## config.mk

```make
export PLATFORM = sky130hd
export DESIGN_NAME = float_to_pcm_peak_meter
export DESIGN_NICKNAME = d
export VERILOG_FILES = /design/src/sv/fpp_pkg.sv /design/src/sv/float_to_pcm_peak_meter.sv /design/src/sv/fpp_round.sv
export SDC_FILE = /design/constraint.sdc
export NUM_CORES = 1
export LEC_CHECK = 0
export BUFFER_PORTS_ARGS = -buffer_cell sky130_fd_sc_hd__buf_2
export CAP_MARGIN = 5
export CORE_MARGIN = 2
export CORE_UTILIZATION = 48
export DETAILED_ROUTE_END_ITERATION = 16
export HOLD_SLACK_MARGIN = 0.06
export SETUP_SLACK_MARGIN = 0.02
export SLEW_MARGIN = 20
export SYNTH_ARGS = -nofsm -noshare
export SYNTH_HDL_FRONTEND = slang
export SYNTH_HIERARCHICAL = 1
export SYNTH_SLANG_ARGS = --single-unit
```

## constraint.sdc

```tcl
create_clock -name clk -period 10.7 [get_ports clk]
set_clock_uncertainty 0.1 [all_clocks]
set_input_delay 0.535 -clock clk [delete_from_list [all_inputs] [get_ports clk]]
set_output_delay 0.535 -clock clk [all_outputs]
set_load 0.005 [all_outputs]
```

## src/sv/fpp_pkg.sv

```systemverilog
package fpp_pkg;

    // Output formats selected by the mode register.
    typedef enum logic [1:0] {
        FMT_PCM16  = 2'd0,
        FMT_PCM24  = 2'd1,
        FMT_FLOAT  = 2'd2,
        FMT_SPARE  = 2'd3
    } fmt_t;

    localparam int          MODE_W    = 2;
    localparam int          FLOAT_W   = 32;
    localparam int          MAG_W     = 31;
    localparam int          MANT_W    = 24;
    localparam int          SCALE_W   = 23;
    localparam int          PROD_W    = MANT_W + SCALE_W;
    localparam int          COUNT_W   = 3;

    localparam logic [MAG_W-1:0]   EXP_ALL_ONES = 31'h7F80_0000;
    localparam logic [MAG_W-1:0]   ONE_BITS     = 31'h3F80_0000;
    localparam logic [SCALE_W-1:0] SCALE16      = 23'd32767;
    localparam logic [SCALE_W-1:0] SCALE24      = 23'd8388607;
    localparam logic [7:0]         EXP_ONE      = 8'd127;

    // Word carried from the multiply stage to the rounding stage.
    typedef struct packed {
        logic [PROD_W-1:0]  prod;
        logic [7:0]         expo;
        logic               sign;
        logic               is_nan;
        logic [FLOAT_W-1:0] bits;
        fmt_t               mode;
    } fpp_prod_t;

endpackage

```

## src/sv/float_to_pcm_peak_meter.sv

```systemverilog
// Converts one single-precision sample per cycle while in_stall is low to
// 16-bit or 24-bit PCM (clamped to +/-1.0, scaled, rounded to nearest even,
// truncated toward zero) or passes the float bits through, while tracking
// per-channel peak magnitude and a sticky clip flag. A word is accepted every
// cycle unless the pipeline stalls; the first stage holds the mantissa-times-
// scale product, the second holds the rounded, shifted output. NaN samples give
// zero PCM and leave the meter alone. Write the format register only while idle.
module float_to_pcm_peak_meter (
    input  logic                              clk,
    input  logic                              rst_n,
    input  logic                              cfg_we,
    input  logic [fpp_pkg::MODE_W-1:0]        cfg_wdata,
    input  logic                              in_valid,
    output logic                              in_stall,
    input  logic [fpp_pkg::FLOAT_W-1:0]       sample_bits,
    input  logic                              channel,
    input  logic                              block_end,
    output logic                              out_valid,
    input  logic                              out_stall,
    output logic [fpp_pkg::FLOAT_W-1:0]       pcm_word,
    output logic [fpp_pkg::COUNT_W-1:0]       byte_count,
    output logic [fpp_pkg::MAG_W-1:0]         peak_left_out,
    output logic [fpp_pkg::MAG_W-1:0]         peak_right_out,
    output logic                              clipped,
    output logic                              last_of_block
);

    fpp_pkg::fmt_t                 mode_reg;
    logic [fpp_pkg::MAG_W-1:0]     peak_left_reg, peak_left_next;
    logic [fpp_pkg::MAG_W-1:0]     peak_right_reg, peak_right_next;
    logic                          clip_reg, clip_next;

    logic                          a_valid_reg;
    fpp_pkg::fpp_prod_t            a_prod_reg, a_prod_next;
    logic [fpp_pkg::MAG_W-1:0]     a_pl_reg, a_pr_reg;
    logic                          a_clip_reg, a_last_reg;

    logic                          b_valid_reg;
    logic [fpp_pkg::FLOAT_W-1:0]   b_pcm_reg;
    logic [fpp_pkg::COUNT_W-1:0]   b_count_reg;
    logic [fpp_pkg::MAG_W-1:0]     b_pl_reg, b_pr_reg;
    logic                          b_clip_reg, b_last_reg;

    logic                          b_ready, a_ready, accept;
    logic [fpp_pkg::MAG_W-1:0]     mag;
    logic                          is_nan, over_one;
    logic [fpp_pkg::MANT_W-1:0]    mant;
    logic [fpp_pkg::SCALE_W-1:0]   scale;
    logic [fpp_pkg::FLOAT_W-1:0]   rnd_pcm;
    logic [fpp_pkg::COUNT_W-1:0]   rnd_count;

    // Pipeline flow control.
    assign b_ready  = !b_valid_reg || !out_stall;
    assign a_ready  = !a_valid_reg || b_ready;
    assign in_stall = !a_ready;
    assign accept   = in_valid && a_ready;

    // Meter update and clamped multiply for the incoming word.
    always_comb
    begin
        mag      = sample_bits[fpp_pkg::MAG_W-1:0];
        is_nan   = mag > fpp_pkg::EXP_ALL_ONES;
        over_one = mag > fpp_pkg::ONE_BITS;

        peak_left_next  = peak_left_reg;
        peak_right_next = peak_right_reg;
        clip_next       = clip_reg;
        if (!is_nan)
        begin
            if (!channel && mag > peak_left_reg)
            begin
                peak_left_next = mag;
            end
            if (channel && mag > peak_right_reg)
            begin
                peak_right_next = mag;
            end
            if (over_one)
            begin
                clip_next = 1'b1;
            end
        end

        scale = (mode_reg == fpp_pkg::FMT_PCM16) ? fpp_pkg::SCALE16 : fpp_pkg::SCALE24;
        if (over_one)
        begin
            mant             = 24'h80_0000;
            a_prod_next.expo = fpp_pkg::EXP_ONE;
        end
        else
        begin
            mant             = {1'b1, sample_bits[22:0]};
            a_prod_next.expo = sample_bits[30:23];
        end
        a_prod_next.prod   = fpp_pkg::PROD_W'(mant) * fpp_pkg::PROD_W'(scale);
        a_prod_next.sign   = sample_bits[fpp_pkg::FLOAT_W-1];
        a_prod_next.is_nan = is_nan;
        a_prod_next.bits   = sample_bits;
        a_prod_next.mode   = mode_reg;
    end

    // Configuration and meter state.
    always_ff @(posedge clk or negedge rst_n)
    begin
        if (!rst_n)
        begin
            mode_reg       <= fpp_pkg::FMT_PCM16;
            peak_left_reg  <= '0;
            peak_right_reg <= '0;
            clip_reg       <= 1'b0;
        end
        else
        begin
            if (cfg_we)
            begin
                mode_reg <= fpp_pkg::fmt_t'(cfg_wdata);
            end
            if (accept)
            begin
                peak_left_reg  <= peak_left_next;
                peak_right_reg <= peak_right_next;
                clip_reg       <= clip_next;
            end
        end
    end

    // Stage valid bits.
    always_ff @(posedge clk or negedge rst_n)
    begin
        if (!rst_n)
        begin
            a_valid_reg <= 1'b0;
            b_valid_reg <= 1'b0;
        end
        else
        begin
            if (a_ready)
            begin
                a_valid_reg <= in_valid;
            end
            if (b_ready)
            begin
                b_valid_reg <= a_valid_reg;
            end
        end
    end

    // Product stage payload.
    always_ff @(posedge clk)
    begin
        if (accept)
        begin
            a_prod_reg <= a_prod_next;
            a_pl_reg   <= peak_left_next;
            a_pr_reg   <= peak_right_next;
            a_clip_reg <= clip_next;
            a_last_reg <= block_end;
        end
    end

    fpp_round u_round (
        .prod_in (a_prod_reg),
        .pcm     (rnd_pcm),
        .count   (rnd_count)
    );

    // Result stage payload.
    always_ff @(posedge clk)
    begin
        if (b_ready && a_valid_reg)
        begin
            b_pcm_reg   <= rnd_pcm;
            b_count_reg <= rnd_count;
            b_pl_reg    <= a_pl_reg;
            b_pr_reg    <= a_pr_reg;
            b_clip_reg  <= a_clip_reg;
            b_last_reg  <= a_last_reg;
        end
    end

    assign out_valid      = b_valid_reg;
    assign pcm_word       = b_pcm_reg;
    assign byte_count     = b_count_reg;
    assign peak_left_out  = b_pl_reg;
    assign peak_right_out = b_pr_reg;
    assign clipped        = b_clip_reg;
    assign last_of_block  = b_last_reg;

    // The clip flag is sticky.
    a_clip_sticky: assert property (@(posedge clk) disable iff (!rst_n)
        $past(clip_reg) |-> clip_reg)
        else $error("clip flag dropped");

    // Peaks never decrease.
    a_peak_mono: assert property (@(posedge clk) disable iff (!rst_n)
        (peak_left_reg >= $past(peak_left_reg)) && (peak_right_reg >= $past(peak_right_reg)))
        else $error("peak decreased");

    // A presented result has a legal byte count.
    a_count_ok: assert property (@(posedge clk) disable iff (!rst_n)
        out_valid |-> (byte_count == 3'd2 || byte_count == 3'd3 || byte_count == 3'd4))
        else $error("bad byte count");

    // A word is never taken while the product stage is blocked.
    a_no_overrun: assert property (@(posedge clk) disable iff (!rst_n)
        (a_valid_reg && b_valid_reg && out_stall) |-> !accept)
        else $error("product stage overrun");

endmodule

```

## src/sv/fpp_round.sv

```systemverilog
module fpp_round (
    input  fpp_pkg::fpp_prod_t               prod_in,
    output logic [fpp_pkg::FLOAT_W-1:0]      pcm,
    output logic [fpp_pkg::COUNT_W-1:0]      count
);

    logic                          is16;
    logic                          topset;
    logic [4:0]                    drop;
    logic [fpp_pkg::PROD_W-1:0]    shifted;
    logic [fpp_pkg::PROD_W-1:0]    low_mask;
    logic                          half;
    logic                          sticky;
    logic                          rnd;
    logic [fpp_pkg::MANT_W:0]      rounded;
    logic [8:0]                    rshift;
    logic [fpp_pkg::MANT_W:0]      mag;
    logic [fpp_pkg::FLOAT_W-1:0]   signed_val;

    // Round the exact product to 24 significant bits, nearest even.
    always_comb
    begin
        is16     = (prod_in.mode == fpp_pkg::FMT_PCM16);
        topset   = is16 ? prod_in.prod[38] : prod_in.prod[fpp_pkg::PROD_W-1];
        drop     = (is16 ? 5'd15 : 5'd23) - {4'd0, ~topset};
        shifted  = prod_in.prod >> drop;
        low_mask = (fpp_pkg::PROD_W'(1) << (drop - 5'd1)) - fpp_pkg::PROD_W'(1);
        half     = prod_in.prod[{1'b0, drop - 5'd1}];
        sticky   = |(prod_in.prod & low_mask);
        rnd      = half & (sticky | shifted[0]);
        rounded  = {1'b0, shifted[fpp_pkg::MANT_W-1:0]} + {{fpp_pkg::MANT_W{1'b0}}, rnd};
        rshift   = 9'd150 - {1'b0, prod_in.expo} - {4'd0, drop};
    end

    // Truncate toward zero, apply the sign and pick the format.
    always_comb
    begin
        if (prod_in.expo == 8'd0 || rshift > 9'd24)
        begin
            mag = '0;
        end
        else
        begin
            mag = rounded >> rshift;
        end
        signed_val = {7'd0, mag};
        if (prod_in.sign)
        begin
            signed_val = -signed_val;
        end
        unique case (prod_in.mode)
            fpp_pkg::FMT_PCM16:
            begin
                count = 3'd2;
                pcm   = {16'd0, signed_val[15:0]};
            end
            fpp_pkg::FMT_PCM24:
            begin
                count = 3'd3;
                pcm   = {8'd0, signed_val[23:0]};
            end
            default:
            begin
                count = 3'd4;
                pcm   = prod_in.bits;
            end
        endcase
        if (prod_in.is_nan)
        begin
            pcm = '0;
        end
    end

endmodule
```

==> results list <==
* Bufs on Longest Clock Path: 3
- Horizontal die dimension: 256 microns
- Pin count of the biggest net entering global routing: 71
- The worst hold path terminates at mode_reg[0]$_DFFE_PN0P_.
- Flops & latches, synth: 320
- In this run the worst hold path is classified as in2reg.
- Total of endpoints with negative setup slack in the final report: 0
* Number of primary I/O pins: 142
- Slowest stage delay, CP: 0.56 ns
* Per-instance average area after synthesis: 11.2 sq um
* Sinks on the clock net: 320
- Pin slew with the least headroom to its limit: 1.06 ns
- Slowest library cell on the worst path: fa_1
- Yosys Warn Count: 6
- Number of nets with antenna violations after routing: 0
* DRC violations left: 0
- edfxtp_1 takes more of the synthesized area than any other cell.
* Share of final-layout standard cells stronger than drive strength 1: 13.8%
- Synth-to-Final Area Change: 9.27%
- After routing, the total negative slack on setup checks comes to 0 ns.
- STA classifies the critical path startpoint as an input pin.
* Arrival time at the worst endpoint: 9.38 ns
- Setup repair after global routing left no endpoint under its margin.
- Overall global routing resource usage: 25.4%
- Number of antenna violations at the first check in global routing: 1
- Required time at the worst-slack endpoint: 10.89 ns
- DRC marker count from the first detailed-route iteration: 1,591
* Clock latency on the worst-skew pair: 0.56 ns
* EDFF count, synth: 253
- Clock input transition at the sequential cells of the worst setup and hold paths: 0.05 ns
- Global-route congestion overflow total: 0
* Async SR Flop Fraction: 20.9%
- Floorplan core area: 0.0631 sq mm
- Synthesis produced a netlist whose cell count is 2,741.
* Number of clock buffers inserted by TritonCTS: 36
- Wire length per cell after detailed routing: 22.0 microns
* Netlist Area Pre-Place: 0.0306 sq mm
- Run status: completed
- The tool flagged a number of max-cap violations equal to 0.
* Number of placed instances with taps included: 3,668
- In this run the critical register-to-register path is captured at a_prod_reg[88]$_DFFE_PP_.
* Reg2Reg Setup Slack: 2.10 ns
- Count of final hold-check violations: 0
* Final Cell Area: 0.0334 sq mm
- The floorplan step defined a die boundary enclosing 0.0657 sq mm.
- Reg-to-Reg Start: mode_reg[1]$_DFFE_PN0P_
* Clock tree from TritonCTS: yes
* # port buffers: 141
* Min-Delay Path Depth: 2
- Counting every net in the synthesized netlist gives 3,378.
- For this run, the top clock speed supported by timing is 109 MHz.
- Period utilisation layout: 85.9%
- Cell depth of the worst flop-to-flop path: 25
- For this block, the via count after detailed routing is 21,000.
- Post-Route WL: 82,300 microns
- Share of the yosys chip area belonging to registers: 30.3%
- The worst setup path is of the in2reg kind.
* Final Max Tran Viols: 0
- Count of standard-cell rows: 92
* Worst Path Max Fanout: 18
- Before antenna repair, the detailed router went through 6 iterations.
- Max reg flops: 90
- Setup bufs post-CTS: 0
- The startpoint identified for the worst hold timing path is cfg_wdata[0].
- DP Wirelength: 66,300 microns
- Of the post-synthesis cell area, the dominant cell type holds 24.8%.
* Die Y: 256 microns
* Cell types with the largest area share after synthesis: edfxtp_1 25%, fa_1 23%, ha_1 9.7%
- In the routed layout, each cell is associated on average with a via count of 5.62.
- The netlist uses 107 different library cells.
- For this configuration, the core starts out at a cell density of 48.5%.
- First-pass GRT wire length: 129,000 microns
- Headroom to the max-slew limit: 28.9%
* Cell chosen for the clock root: clkbuf_16
* Vias in the first global route: 21,900
* GP Congestion: 0.931
* Total Nets Final: 3,502
* Shortest period the worst path allows: 9.19 ns
- Excluding fillers, the count of instances in the completed layout stands at 3,739.
- The placed instances occupy a cell area of 0.0321 sq mm.
* Diodes inserted: 0
* Worst setup EP type: register
* Top flip-flop cell by instance count after synthesis: edfxtp_1
- Most used cell, CP: fa_1
* # H-tree levels: 2
-- what timing repair did --
action	in CTS	in global routing
gates resized for setup	0	0
hold buffers	4	0
endpoints found under the hold margin	10	0
-- cell usage in the layout, fill, tap and decap left out, types with 9 or more instances in the layout --
| cell type | count |
|---|---|
| a211oi_1 | 27 |
| a21o_1 | 52 |
| a21oi_1 | 111 |
| a31oi_1 | 14 |
| and2_1 | 21 |
| and3_1 | 18 |
| buf_2 | 140 |
| buf_4 | 23 |
| clkbuf_16 | 36 |
| dfrtp_1 | 67 |
| edfxtp_1 | 253 |
| fa_1 | 358 |
| ha_1 | 238 |
| inv_1 | 492 |
| mux2_2 | 55 |
| mux2_4 | 60 |
| mux2i_1 | 62 |
| nand2_1 | 149 |
| nand2b_1 | 19 |
| nand3_1 | 37 |
| nand4_1 | 22 |
| nor2_1 | 111 |
| nor2b_1 | 20 |
| nor3_1 | 32 |
| nor3b_1 | 9 |
| nor4_1 | 24 |
| o211ai_1 | 12 |
| o21a_1 | 10 |
| o21ai_0 | 93 |
| or2_2 | 11 |
| xnor2_1 | 60 |
| xor2_1 | 28 |
-- synth_stat cells, drive strengths merged (10+ instances only) --
| master | number |
|---|---|
| a211oi | 27 |
| o21ai | 103 |
| ha | 238 |
| a31oi | 15 |
| clkbuf | 37 |
| xor2 | 28 |
| and3 | 18 |
| mux2i | 65 |
| edfxtp | 253 |
| a21o | 52 |
| o211ai | 15 |
| fa | 358 |
| or2 | 12 |
| xnor2 | 60 |
| dfrtp | 67 |
| a21oi | 111 |
| buf | 45 |
| nor4 | 31 |
| inv | 493 |
| nand4 | 22 |
| o21a | 10 |
| nand3 | 38 |
| nand2b | 19 |
| nor2 | 112 |
| nand2 | 149 |
| mux2 | 115 |
| nor3 | 37 |
| and2 | 23 |
| nor2b | 20 |
-- critical path: cells and delay by family --
kind	cells	cell delay (ns)
and+or+nand+nor	11	2.23
adders and majority gates	8	4.10
buffers and inverters	8	1.27
AOI/OAI and AO/OA	5	1.20
-- area by class of cell --
cell class                      instances  area (sq um)
Inverter                              495          1860
Timing Repair Buffer                  168           933
Clock inverter                         26           360
Clock buffer                           40           926
Tap cell                              846          1060
Multi-Input combinational cell       1844         19000
Sequential cell                       320          9270
Fill cell                            5673         29700
-- through the flow --
| stage | util (%) | setup WS (ns) | hold slack, ns |
|---|---|---|---|
| after floorplan | - | 2.17 | 0.139 |
| final | 53.0 | 1.51 | 0.108 |
| after global placement | 50.8 | 1.32 | 0.302 |
| after CTS | 52.9 | 1.56 | 0.0858 |
| after detailed placement | 50.8 | 1.03 | 0.305 |
| after global routing | 53.0 | 0.832 | 0.0991 |
-- metal layers --
layer / wire, microns / share of wire, % / track usage, %
met3: 3760 / 4.6 / 3.17
met1: 36800 / 45 / 36.0
met5: 0 / 0 / 0
met2: 40100 / 49 / 42.1
met4: 1690 / 2.0 / 5.43
-- cells by family (layout without fill, tap and decap cells) --
| logic type | after synthesis | in the layout | synth area share (%) |
|---|---|---|---|
| XOR/XNOR | 88 | 88 | 2.52 |
| adder cells (fa/ha/maj) | 597 | 597 | 33.2 |
| AO/OA/AOI/OAI | 453 | 453 | 10.2 |
| flip-flops | 320 | 320 | 30.3 |
| AND/OR/NAND/NOR | 524 | 524 | 8.86 |
| buffers and inverters | 577 | 729 | 7.60 |
| other | 1 | 1 | 0.0123 |
| multiplexers | 181 | 181 | 7.27 |
-- worst max-delay path by stage --
stage                        start                  endpoint  slack [ns]  depth (start not counted)
global placement    sample_bits[4]  a_prod_reg[88]$_DFFE_PP_        1.32                         32
detailed placement  sample_bits[4]  a_prod_reg[88]$_DFFE_PP_        1.03                         32
finish              sample_bits[4]  a_prod_reg[88]$_DFFE_PP_        1.51                         32
CTS                 sample_bits[4]  a_prod_reg[88]$_DFFE_PP_        1.56                         32
global route        sample_bits[4]  a_prod_reg[88]$_DFFE_PP_        0.83                         32
floorplan           sample_bits[4]  a_prod_reg[88]$_DFFE_PP_        2.17                         31
Power is left out: the tool's default activity adds up to more than one toggle a clock period on the data nets, which glitch-free logic cannot reach.
